`config.mk`:
```
export PLATFORM = sky130hd
export DESIGN_NAME = ryc_matrix
export DESIGN_NICKNAME = d
export VERILOG_FILES = /design/src/rtl/ryc_pkg.sv /design/src/rtl/ryc_matrix.sv
export SDC_FILE = /design/constraint.sdc
export NUM_CORES = 2
export LEC_CHECK = 0
export ABC_CLOCK_PERIOD_IN_PS = 9450
export BUFFER_PORTS_ARGS = -buffer_cell sky130_fd_sc_hd__buf_2
export CAP_MARGIN = 5
export CORE_MARGIN = 5
export CORE_UTILIZATION = 60
export DETAILED_ROUTE_END_ITERATION = 10
export PLACE_DENSITY = 0.77
export SETUP_SLACK_MARGIN = 0.3
export SYNTH_ARGS = -nofsm -noshare
export SYNTH_HDL_FRONTEND = slang
export SYNTH_SLANG_ARGS = --single-unit
```
`constraint.sdc`:
```
create_clock -name clk -period 9.45 [get_ports clk]
set_input_delay 0.4725 -clock clk [delete_from_list [all_inputs] [get_ports clk]]
set_output_delay 0.4725 -clock clk [all_outputs]
set_load 0.03 [all_outputs]
```
`src/rtl/ryc_pkg.sv`:
```
// Shared types, constants and coefficient table for the RGB to YCbCr converter.
`default_nettype none

package ryc_pkg;

  localparam int MAX_WIDTH  = 4096;
  localparam int MAX_HEIGHT = 4096;

  localparam int DIM_W  = 13;
  localparam int COL_W  = (MAX_WIDTH > 1) ? $clog2(MAX_WIDTH) : 1;
  localparam int ROW_W  = (MAX_HEIGHT > 1) ? $clog2(MAX_HEIGHT) : 1;
  localparam int WCMP_W = (DIM_W > COL_W + 1) ? DIM_W : COL_W + 1;
  localparam int HCMP_W = (DIM_W > ROW_W + 1) ? DIM_W : ROW_W + 1;

  localparam int LINE_DEPTH = (MAX_WIDTH + 1) / 2;
  localparam int LINE_AW    = (LINE_DEPTH > 1) ? $clog2(LINE_DEPTH) : 1;
  localparam int SUM_W      = 9;
  localparam int LINE_W     = 3 * SUM_W;
  localparam int TOT_W      = SUM_W + 1;

  localparam int COEF_W = 17;
  localparam int PROD_W = 28;
  localparam int ACC_W  = 32;

  localparam int CFG_IDX_W  = 3;
  localparam int CFG_DATA_W = DIM_W;

  localparam logic signed [ACC_W-1:0] Y_ROUND      = 32'sd32768;
  localparam logic signed [ACC_W-1:0] Y_STUDIO_OFS = 32'sd1048576;
  localparam logic signed [ACC_W-1:0] C_BIAS       = 32'sd8421376;

  localparam logic [1:0] STD_BT601  = 2'd0;
  localparam logic [1:0] STD_BT709  = 2'd1;
  localparam logic [1:0] STD_BT2020 = 2'd2;

  localparam logic CHROMA_444 = 1'b0;
  localparam logic CHROMA_420 = 1'b1;

  typedef enum logic [CFG_IDX_W-1:0] {
    REG_COLOR_STANDARD = 3'd0,
    REG_STUDIO_RANGE   = 3'd1,
    REG_CHROMA_MODE    = 3'd2,
    REG_FRAME_WIDTH    = 3'd3,
    REG_FRAME_HEIGHT   = 3'd4
  } cfg_reg_t;

  typedef struct packed {
    logic [1:0]       color_standard;
    logic             studio_range;
    logic             chroma_mode;
    logic [DIM_W-1:0] frame_width;
    logic [DIM_W-1:0] frame_height;
  } cfg_t;

  typedef struct packed {
    logic [7:0] red;
    logic [7:0] green;
    logic [7:0] blue;
  } pix_t;

  typedef struct packed {
    pix_t             pix;
    logic [SUM_W-1:0] sum_r;
    logic [SUM_W-1:0] sum_g;
    logic [SUM_W-1:0] sum_b;
    logic             cvalid;
    logic             use_line;
    logic [1:0]       lg;
    logic             flast;
  } s1_t;

  typedef struct packed {
    pix_t             pix;
    logic [TOT_W-1:0] tot_r;
    logic [TOT_W-1:0] tot_g;
    logic [TOT_W-1:0] tot_b;
    logic             cvalid;
    logic [1:0]       lg;
    logic             flast;
  } s2_t;

  typedef struct packed {
    logic [7:0] luma;
    logic       chroma_valid;
    logic [7:0] blue_diff;
    logic [7:0] red_diff;
    logic       frame_last;
  } res_t;

  typedef struct packed {
    logic signed [COEF_W-1:0] yr;
    logic signed [COEF_W-1:0] yg;
    logic signed [COEF_W-1:0] yb;
    logic signed [COEF_W-1:0] cbr;
    logic signed [COEF_W-1:0] cbg;
    logic signed [COEF_W-1:0] cbb;
    logic signed [COEF_W-1:0] crr;
    logic signed [COEF_W-1:0] crg;
    logic signed [COEF_W-1:0] crb;
  } coef_set_t;

  // Reserved standard code falls back to BT.601.
  function automatic coef_set_t coef_lookup(input logic [1:0] std, input logic studio);
    coef_set_t c;
    unique case (std)
      STD_BT709: begin
        if (studio) begin
          c = '{17'sd11966, 17'sd40254, 17'sd4064, -17'sd6596, -17'sd22188, 17'sd28784,
                17'sd28784, -17'sd26145, -17'sd2639};
        end else begin
          c = '{17'sd13933, 17'sd46871, 17'sd4732, -17'sd7509, -17'sd25259, 17'sd32768,
                17'sd32768, -17'sd29763, -17'sd3005};
        end
      end
      STD_BT2020: begin
        if (studio) begin
          c = '{17'sd14786, 17'sd38160, 17'sd3340, -17'sd8038, -17'sd20746, 17'sd28784,
                17'sd28784, -17'sd26469, -17'sd2315};
        end else begin
          c = '{17'sd17216, 17'sd44433, 17'sd3887, -17'sd9151, -17'sd23617, 17'sd32768,
                17'sd32768, -17'sd30133, -17'sd2635};
        end
      end
      default: begin
        if (studio) begin
          c = '{17'sd16829, 17'sd33039, 17'sd6416, -17'sd9714, -17'sd19070, 17'sd28784,
                17'sd28784, -17'sd24103, -17'sd4681};
        end else begin
          c = '{17'sd19595, 17'sd38470, 17'sd7471, -17'sd11058, -17'sd21710, 17'sd32768,
                17'sd32768, -17'sd27439, -17'sd5329};
        end
      end
    endcase
    return c;
  endfunction

endpackage

`default_nettype wire

```
`src/rtl/ryc_matrix.sv`:
```
// Colour matrix: products, rounding, shift and clamp into the result register.
`default_nettype none

module ryc_matrix (
  input  wire logic           clk,
  input  wire logic           rst,
  input  wire ryc_pkg::cfg_t  cfg,
  input  wire logic           in_valid,
  input  wire ryc_pkg::s2_t   in_data,
  output      logic           in_take,
  output      logic           out_valid,
  output      ryc_pkg::res_t  out_data,
  input  wire logic           out_ready
);

  localparam int PROD_W = ryc_pkg::PROD_W;
  localparam int ACC_W  = ryc_pkg::ACC_W;
  localparam int TOT_W  = ryc_pkg::TOT_W;

  typedef logic signed [PROD_W-1:0] prod_t;
  typedef logic signed [ACC_W-1:0]  acc_t;

  function automatic prod_t mul(input logic [TOT_W-1:0] a,
                                input logic signed [ryc_pkg::COEF_W-1:0] c);
    prod_t ax;
    prod_t cx;
    ax = PROD_W'($signed({1'b0, a}));
    cx = PROD_W'(c);
    return ax * cx;
  endfunction

  // Floor shift by 16 + lg, then clamp to 0..255.
  function automatic logic [7:0] sat8(input acc_t v, input logic [1:0] lg);
    logic [ACC_W-1:0] sh;
    unique case (lg)
      2'd1:    sh = v >> 17;
      2'd2:    sh = v >> 18;
      default: sh = v >> 16;
    endcase
    if (v < 0) begin
      return 8'd0;
    end else if (sh > ACC_W'(255)) begin
      return 8'd255;
    end else begin
      return sh[7:0];
    end
  endfunction

  ryc_pkg::coef_set_t coef;

  logic       v3;
  logic       ov;
  logic       adv_out;
  prod_t      p_yr, p_yg, p_yb;
  prod_t      p_cbr, p_cbg, p_cbb;
  prod_t      p_crr, p_crg, p_crb;
  logic       cvalid3;
  logic [1:0] lg3;
  logic       flast3;
  acc_t       acc_y;
  acc_t       acc_cb;
  acc_t       acc_cr;
  acc_t       y_add;
  acc_t       c_add;
  ryc_pkg::res_t res;

  assign coef    = ryc_pkg::coef_lookup(cfg.color_standard, cfg.studio_range);
  assign adv_out = !ov || out_ready;
  assign in_take = !v3 || adv_out;

  always_ff @(posedge clk) begin
    if (rst) begin
      v3 <= 1'b0;
      ov <= 1'b0;
    end else begin
      if (in_take) begin
        v3 <= in_valid;
      end
      if (adv_out) begin
        ov <= v3;
      end
    end
  end

  always_ff @(posedge clk) begin
    if (in_take && in_valid) begin
      p_yr    <= mul(TOT_W'(in_data.pix.red),   coef.yr);
      p_yg    <= mul(TOT_W'(in_data.pix.green), coef.yg);
      p_yb    <= mul(TOT_W'(in_data.pix.blue),  coef.yb);
      p_cbr   <= mul(in_data.tot_r, coef.cbr);
      p_cbg   <= mul(in_data.tot_g, coef.cbg);
      p_cbb   <= mul(in_data.tot_b, coef.cbb);
      p_crr   <= mul(in_data.tot_r, coef.crr);
      p_crg   <= mul(in_data.tot_g, coef.crg);
      p_crb   <= mul(in_data.tot_b, coef.crb);
      cvalid3 <= in_data.cvalid;
      lg3     <= in_data.lg;
      flast3  <= in_data.flast;
    end
  end

  always_comb begin
    y_add  = cfg.studio_range ? (ryc_pkg::Y_STUDIO_OFS + ryc_pkg::Y_ROUND) : ryc_pkg::Y_ROUND;
    c_add  = ryc_pkg::C_BIAS <<< lg3;
    acc_y  = ACC_W'(p_yr) + ACC_W'(p_yg) + ACC_W'(p_yb) + y_add;
    acc_cb = ACC_W'(p_cbr) + ACC_W'(p_cbg) + ACC_W'(p_cbb) + c_add;
    acc_cr = ACC_W'(p_crr) + ACC_W'(p_crg) + ACC_W'(p_crb) + c_add;
    res.luma         = sat8(acc_y, 2'd0);
    res.chroma_valid = cvalid3;
    res.blue_diff    = cvalid3 ? sat8(acc_cb, lg3) : 8'd0;
    res.red_diff     = cvalid3 ? sat8(acc_cr, lg3) : 8'd0;
    res.frame_last   = flast3;
  end

  always_ff @(posedge clk) begin
    if (adv_out && v3) begin
      out_data <= res;
    end
  end

  assign out_valid = ov;

endmodule

`default_nettype wire

```
==> flow_metrics.env <==
export IMPL_cp_end_kind="flip-flop"
export IMPL_start_util_pct=60.54
export IMPL_via_per_inst=5.579
export IMPL_critical_path_class="input port to flip-flop"
export IMPL_synthFlopType="edfxtp_1"
export IMPL_design_area_um2=54500
export IMPL_io_pins=120
export IMPL_rsz0062_at_grt="no"
export IMPL_cp_required_ns=9.77
export IMPL_clock_latency_ns=0.59
export IMPL_yosysWarnings=0
export IMPL_port_buffers=92
export IMPL_yosysSeqAreaShare_pct=15.23
export IMPL_status="finished, final reports clean"
export IMPL_vias=36790
export IMPL_tritoncts="built"
export IMPL_layout_min_cycle_time_ns=7.768
export IMPL_max_freq_mhz=128.7
export IMPL_clock_sinks=263
export IMPL_cts_buffers=31
export IMPL_yosysUniqueCellTypes=72
export IMPL_grt_pass1_wl_um=203000
export IMPL_final_period_utilization_pct=82.20
export IMPL_first_pass_iters=7
export IMPL_hold_path_end="out_valid"
export IMPL_slew_viol_final=0
export IMPL_first_global_vias=38660
export IMPL_place_area_um2=53510
export IMPL_rr_startpoint="lg3[0]"
export IMPL_ctsHoldBuffers=0
export IMPL_area_growth_synth_to_final_pct=5.386
export IMPL_grt_ovfl_total=0
export IMPL_worstPathArrival_ns=8.09
export IMPL_tns_ns=0
export IMPL_drt_iter0_markers=2751
export IMPL_worst_path_max_fanout=26
export IMPL_avgSynthCellArea_um2=9.619
export IMPL_drv_cap=0
export IMPL_final_cell_mix="inv_1, fa_1, ha_1"
export IMPL_crit_path_start_kind="input port"
export IMPL_ant_nets=0
export IMPL_worst_pin_slew_ns=1.291
export IMPL_htree_levels=1
export IMPL_holdPathStages=2
export IMPL_rows=107
export IMPL_gp_congestion=0.9258
export IMPL_n_fill_cell=6985
export IMPL_synth_seq_cells=263
export IMPL_routedWlPerCell_um=19.10
export IMPL_place_ws_ns=1.233
export IMPL_drc=0
export IMPL_finalWirelength_um=126000
export IMPL_setup_viol=0
export IMPL_die_area_um2=92160
export IMPL_final_common_cell="inv_1"
export IMPL_fp_dieH_um=303.6
export IMPL_fin_skew_ns=0.01932
export IMPL_clk_pin_slew_ns=0.07
export IMPL_core_um2=85410
export IMPL_cts_resized=0
export IMPL_cts_max_path_buffers=3
export IMPL_relSlewSlack_pct=13.71
export IMPL_async_flop_share_pct=0
export IMPL_syn_inst=5376
export IMPL_grt_use_total_pct=28.03
export IMPL_synth_edf_count=261
export IMPL_r2r_end="out_data[4]"
export IMPL_layout_nets=7125
export IMPL_r2r_cells=18
export IMPL_hpwl_um=105100
export IMPL_grt_antenna_before_repair=10
export IMPL_hold_path_startpoint="rst"
export IMPL_fin_ws_ns=1.682
export IMPL_grt_start_max_net_pins=79
export IMPL_die_x_um=303.6
export IMPL_syn_area_um2=51710
export IMPL_drive_above_1_share_pct=4.076
export IMPL_reg2reg_setup_slack_ns=4.13
export IMPL_cts_setup_buffers=0
export IMPL_hold_viol_final=0
export IMPL_root_buffer="clkbuf_16"
export IMPL_hold_class="input port to flip-flop"
==> sequential cells by signal (all words and copies together), names as in the netlist, 2 cells and up <==
signal	count
lg3	2
out_data	26
p_cbb	24
p_cbg	28
p_cbr	28
p_crb	28
p_crg	28
p_crr	24
p_yb	23
p_yg	25
p_yr	23
==> worst max-delay path, stage by stage <==
cell and delay [ns]:
buf_2 0.40, inv_1 0.16, buf_4 0.24, fa_1 0.93, nand2b_1 0.38, fa_1 0.54
fa_1 0.53, inv_1 0.06, fa_1 0.48, fa_1 0.50, inv_1 0.05, fa_1 0.48
inv_1 0.04, ha_1 0.21, o41ai_1 0.77, o21ai_0 0.47, a211oi_1 0.38, o21ai_0 0.19
a211oi_1 0.44, a21oi_1 0.13, nor2_1 0.12, xor2_1 0.07
==> how the worst max path moves through the flow <==
| stage | from | end | slack, ns |
|---|---|---|---|
| after floorplan | cfg[27] | p_cbg[27] | 2.35 |
| after global placement | cfg[28] | p_crb[26] | 1.37 |
| after detailed placement | cfg[27] | p_cbg[27] | 1.23 |
| after CTS | cfg[27] | p_cbg[27] | 1.84 |
| after global routing | cfg[27] | p_cbg[27] | 1.39 |
| final | cfg[27] | p_cbg[27] | 1.68 |
==> routing by layer <==
metal	global-route usage (%)	up-vias	share of wire [%]
met1	38.92	18300	42
li1	-	16920	-
met2	45.64	1333	46
met3	5.087	235	8.4
met4	8.247	6	3.6
met5	0	-	0.037
==> Yosys cell counts, types with 67 or more instances <==
cell / n / area, µm²
inv_1: 1262 / 4737
fa_1: 899 / 18000
ha_1: 711 / 8896
nand2_1: 415 / 1558
nor2_1: 342 / 1284
edfxtp_1: 261 / 7838
and2_1: 187 / 1170
a21oi_1: 183 / 915.9
xnor2_1: 139 / 1217
clkbuf_1: 126 / 473.0
o21ai_0: 116 / 580.6
nor2b_1: 90 / 563.0
nor3_1: 83 / 415.4
nand2b_1: 71 / 444.2
a21o_1: 67 / 503.0
==> logic make-up after synthesis <==
group | count (synthesis) | share of synthesized area [%]
AO/OA/AOI/OAI | 568 | 6.997
XOR/XNOR | 191 | 3.235
adder cells (fa/ha/maj) | 1610 | 52.00
buffers and inverters | 1405 | 10.21
flip-flops | 263 | 15.23
multiplexers | 5 | 0.09920
other | 2 | 0.01452
AND/OR/NAND/NOR | 1332 | 12.20
==> through the flow <==
step / std cells / hold WS [ns] / util, %
detailed placement: 6534 / 0.4063 / 62.65
global placement: 6534 / 0.4008 / 62.65
floorplan: 5385 / 0.4003 / -
global route: 6594 / 0.04375 / 63.80
CTS: 6591 / 0.01216 / 63.79
finish: 6595 / 0.04660 / 63.80
==> layout make-up <==
type	instances	area (µm²)	area share, %
antenna	4	10.01	0.01837
clock buffer	32	779.5	1.430
clock inverter	25	200.2	0.3673
inverter	1270	4767	8.747
multi-input combinational	3717	38610	70.85
sequential	263	7878	14.45
tap	1144	1431	2.626
timing repair buffer	140	820.8	1.506
Power is not shown: default switching activity piles up to over one toggle a cycle in this logic, so the estimate is an artifact.
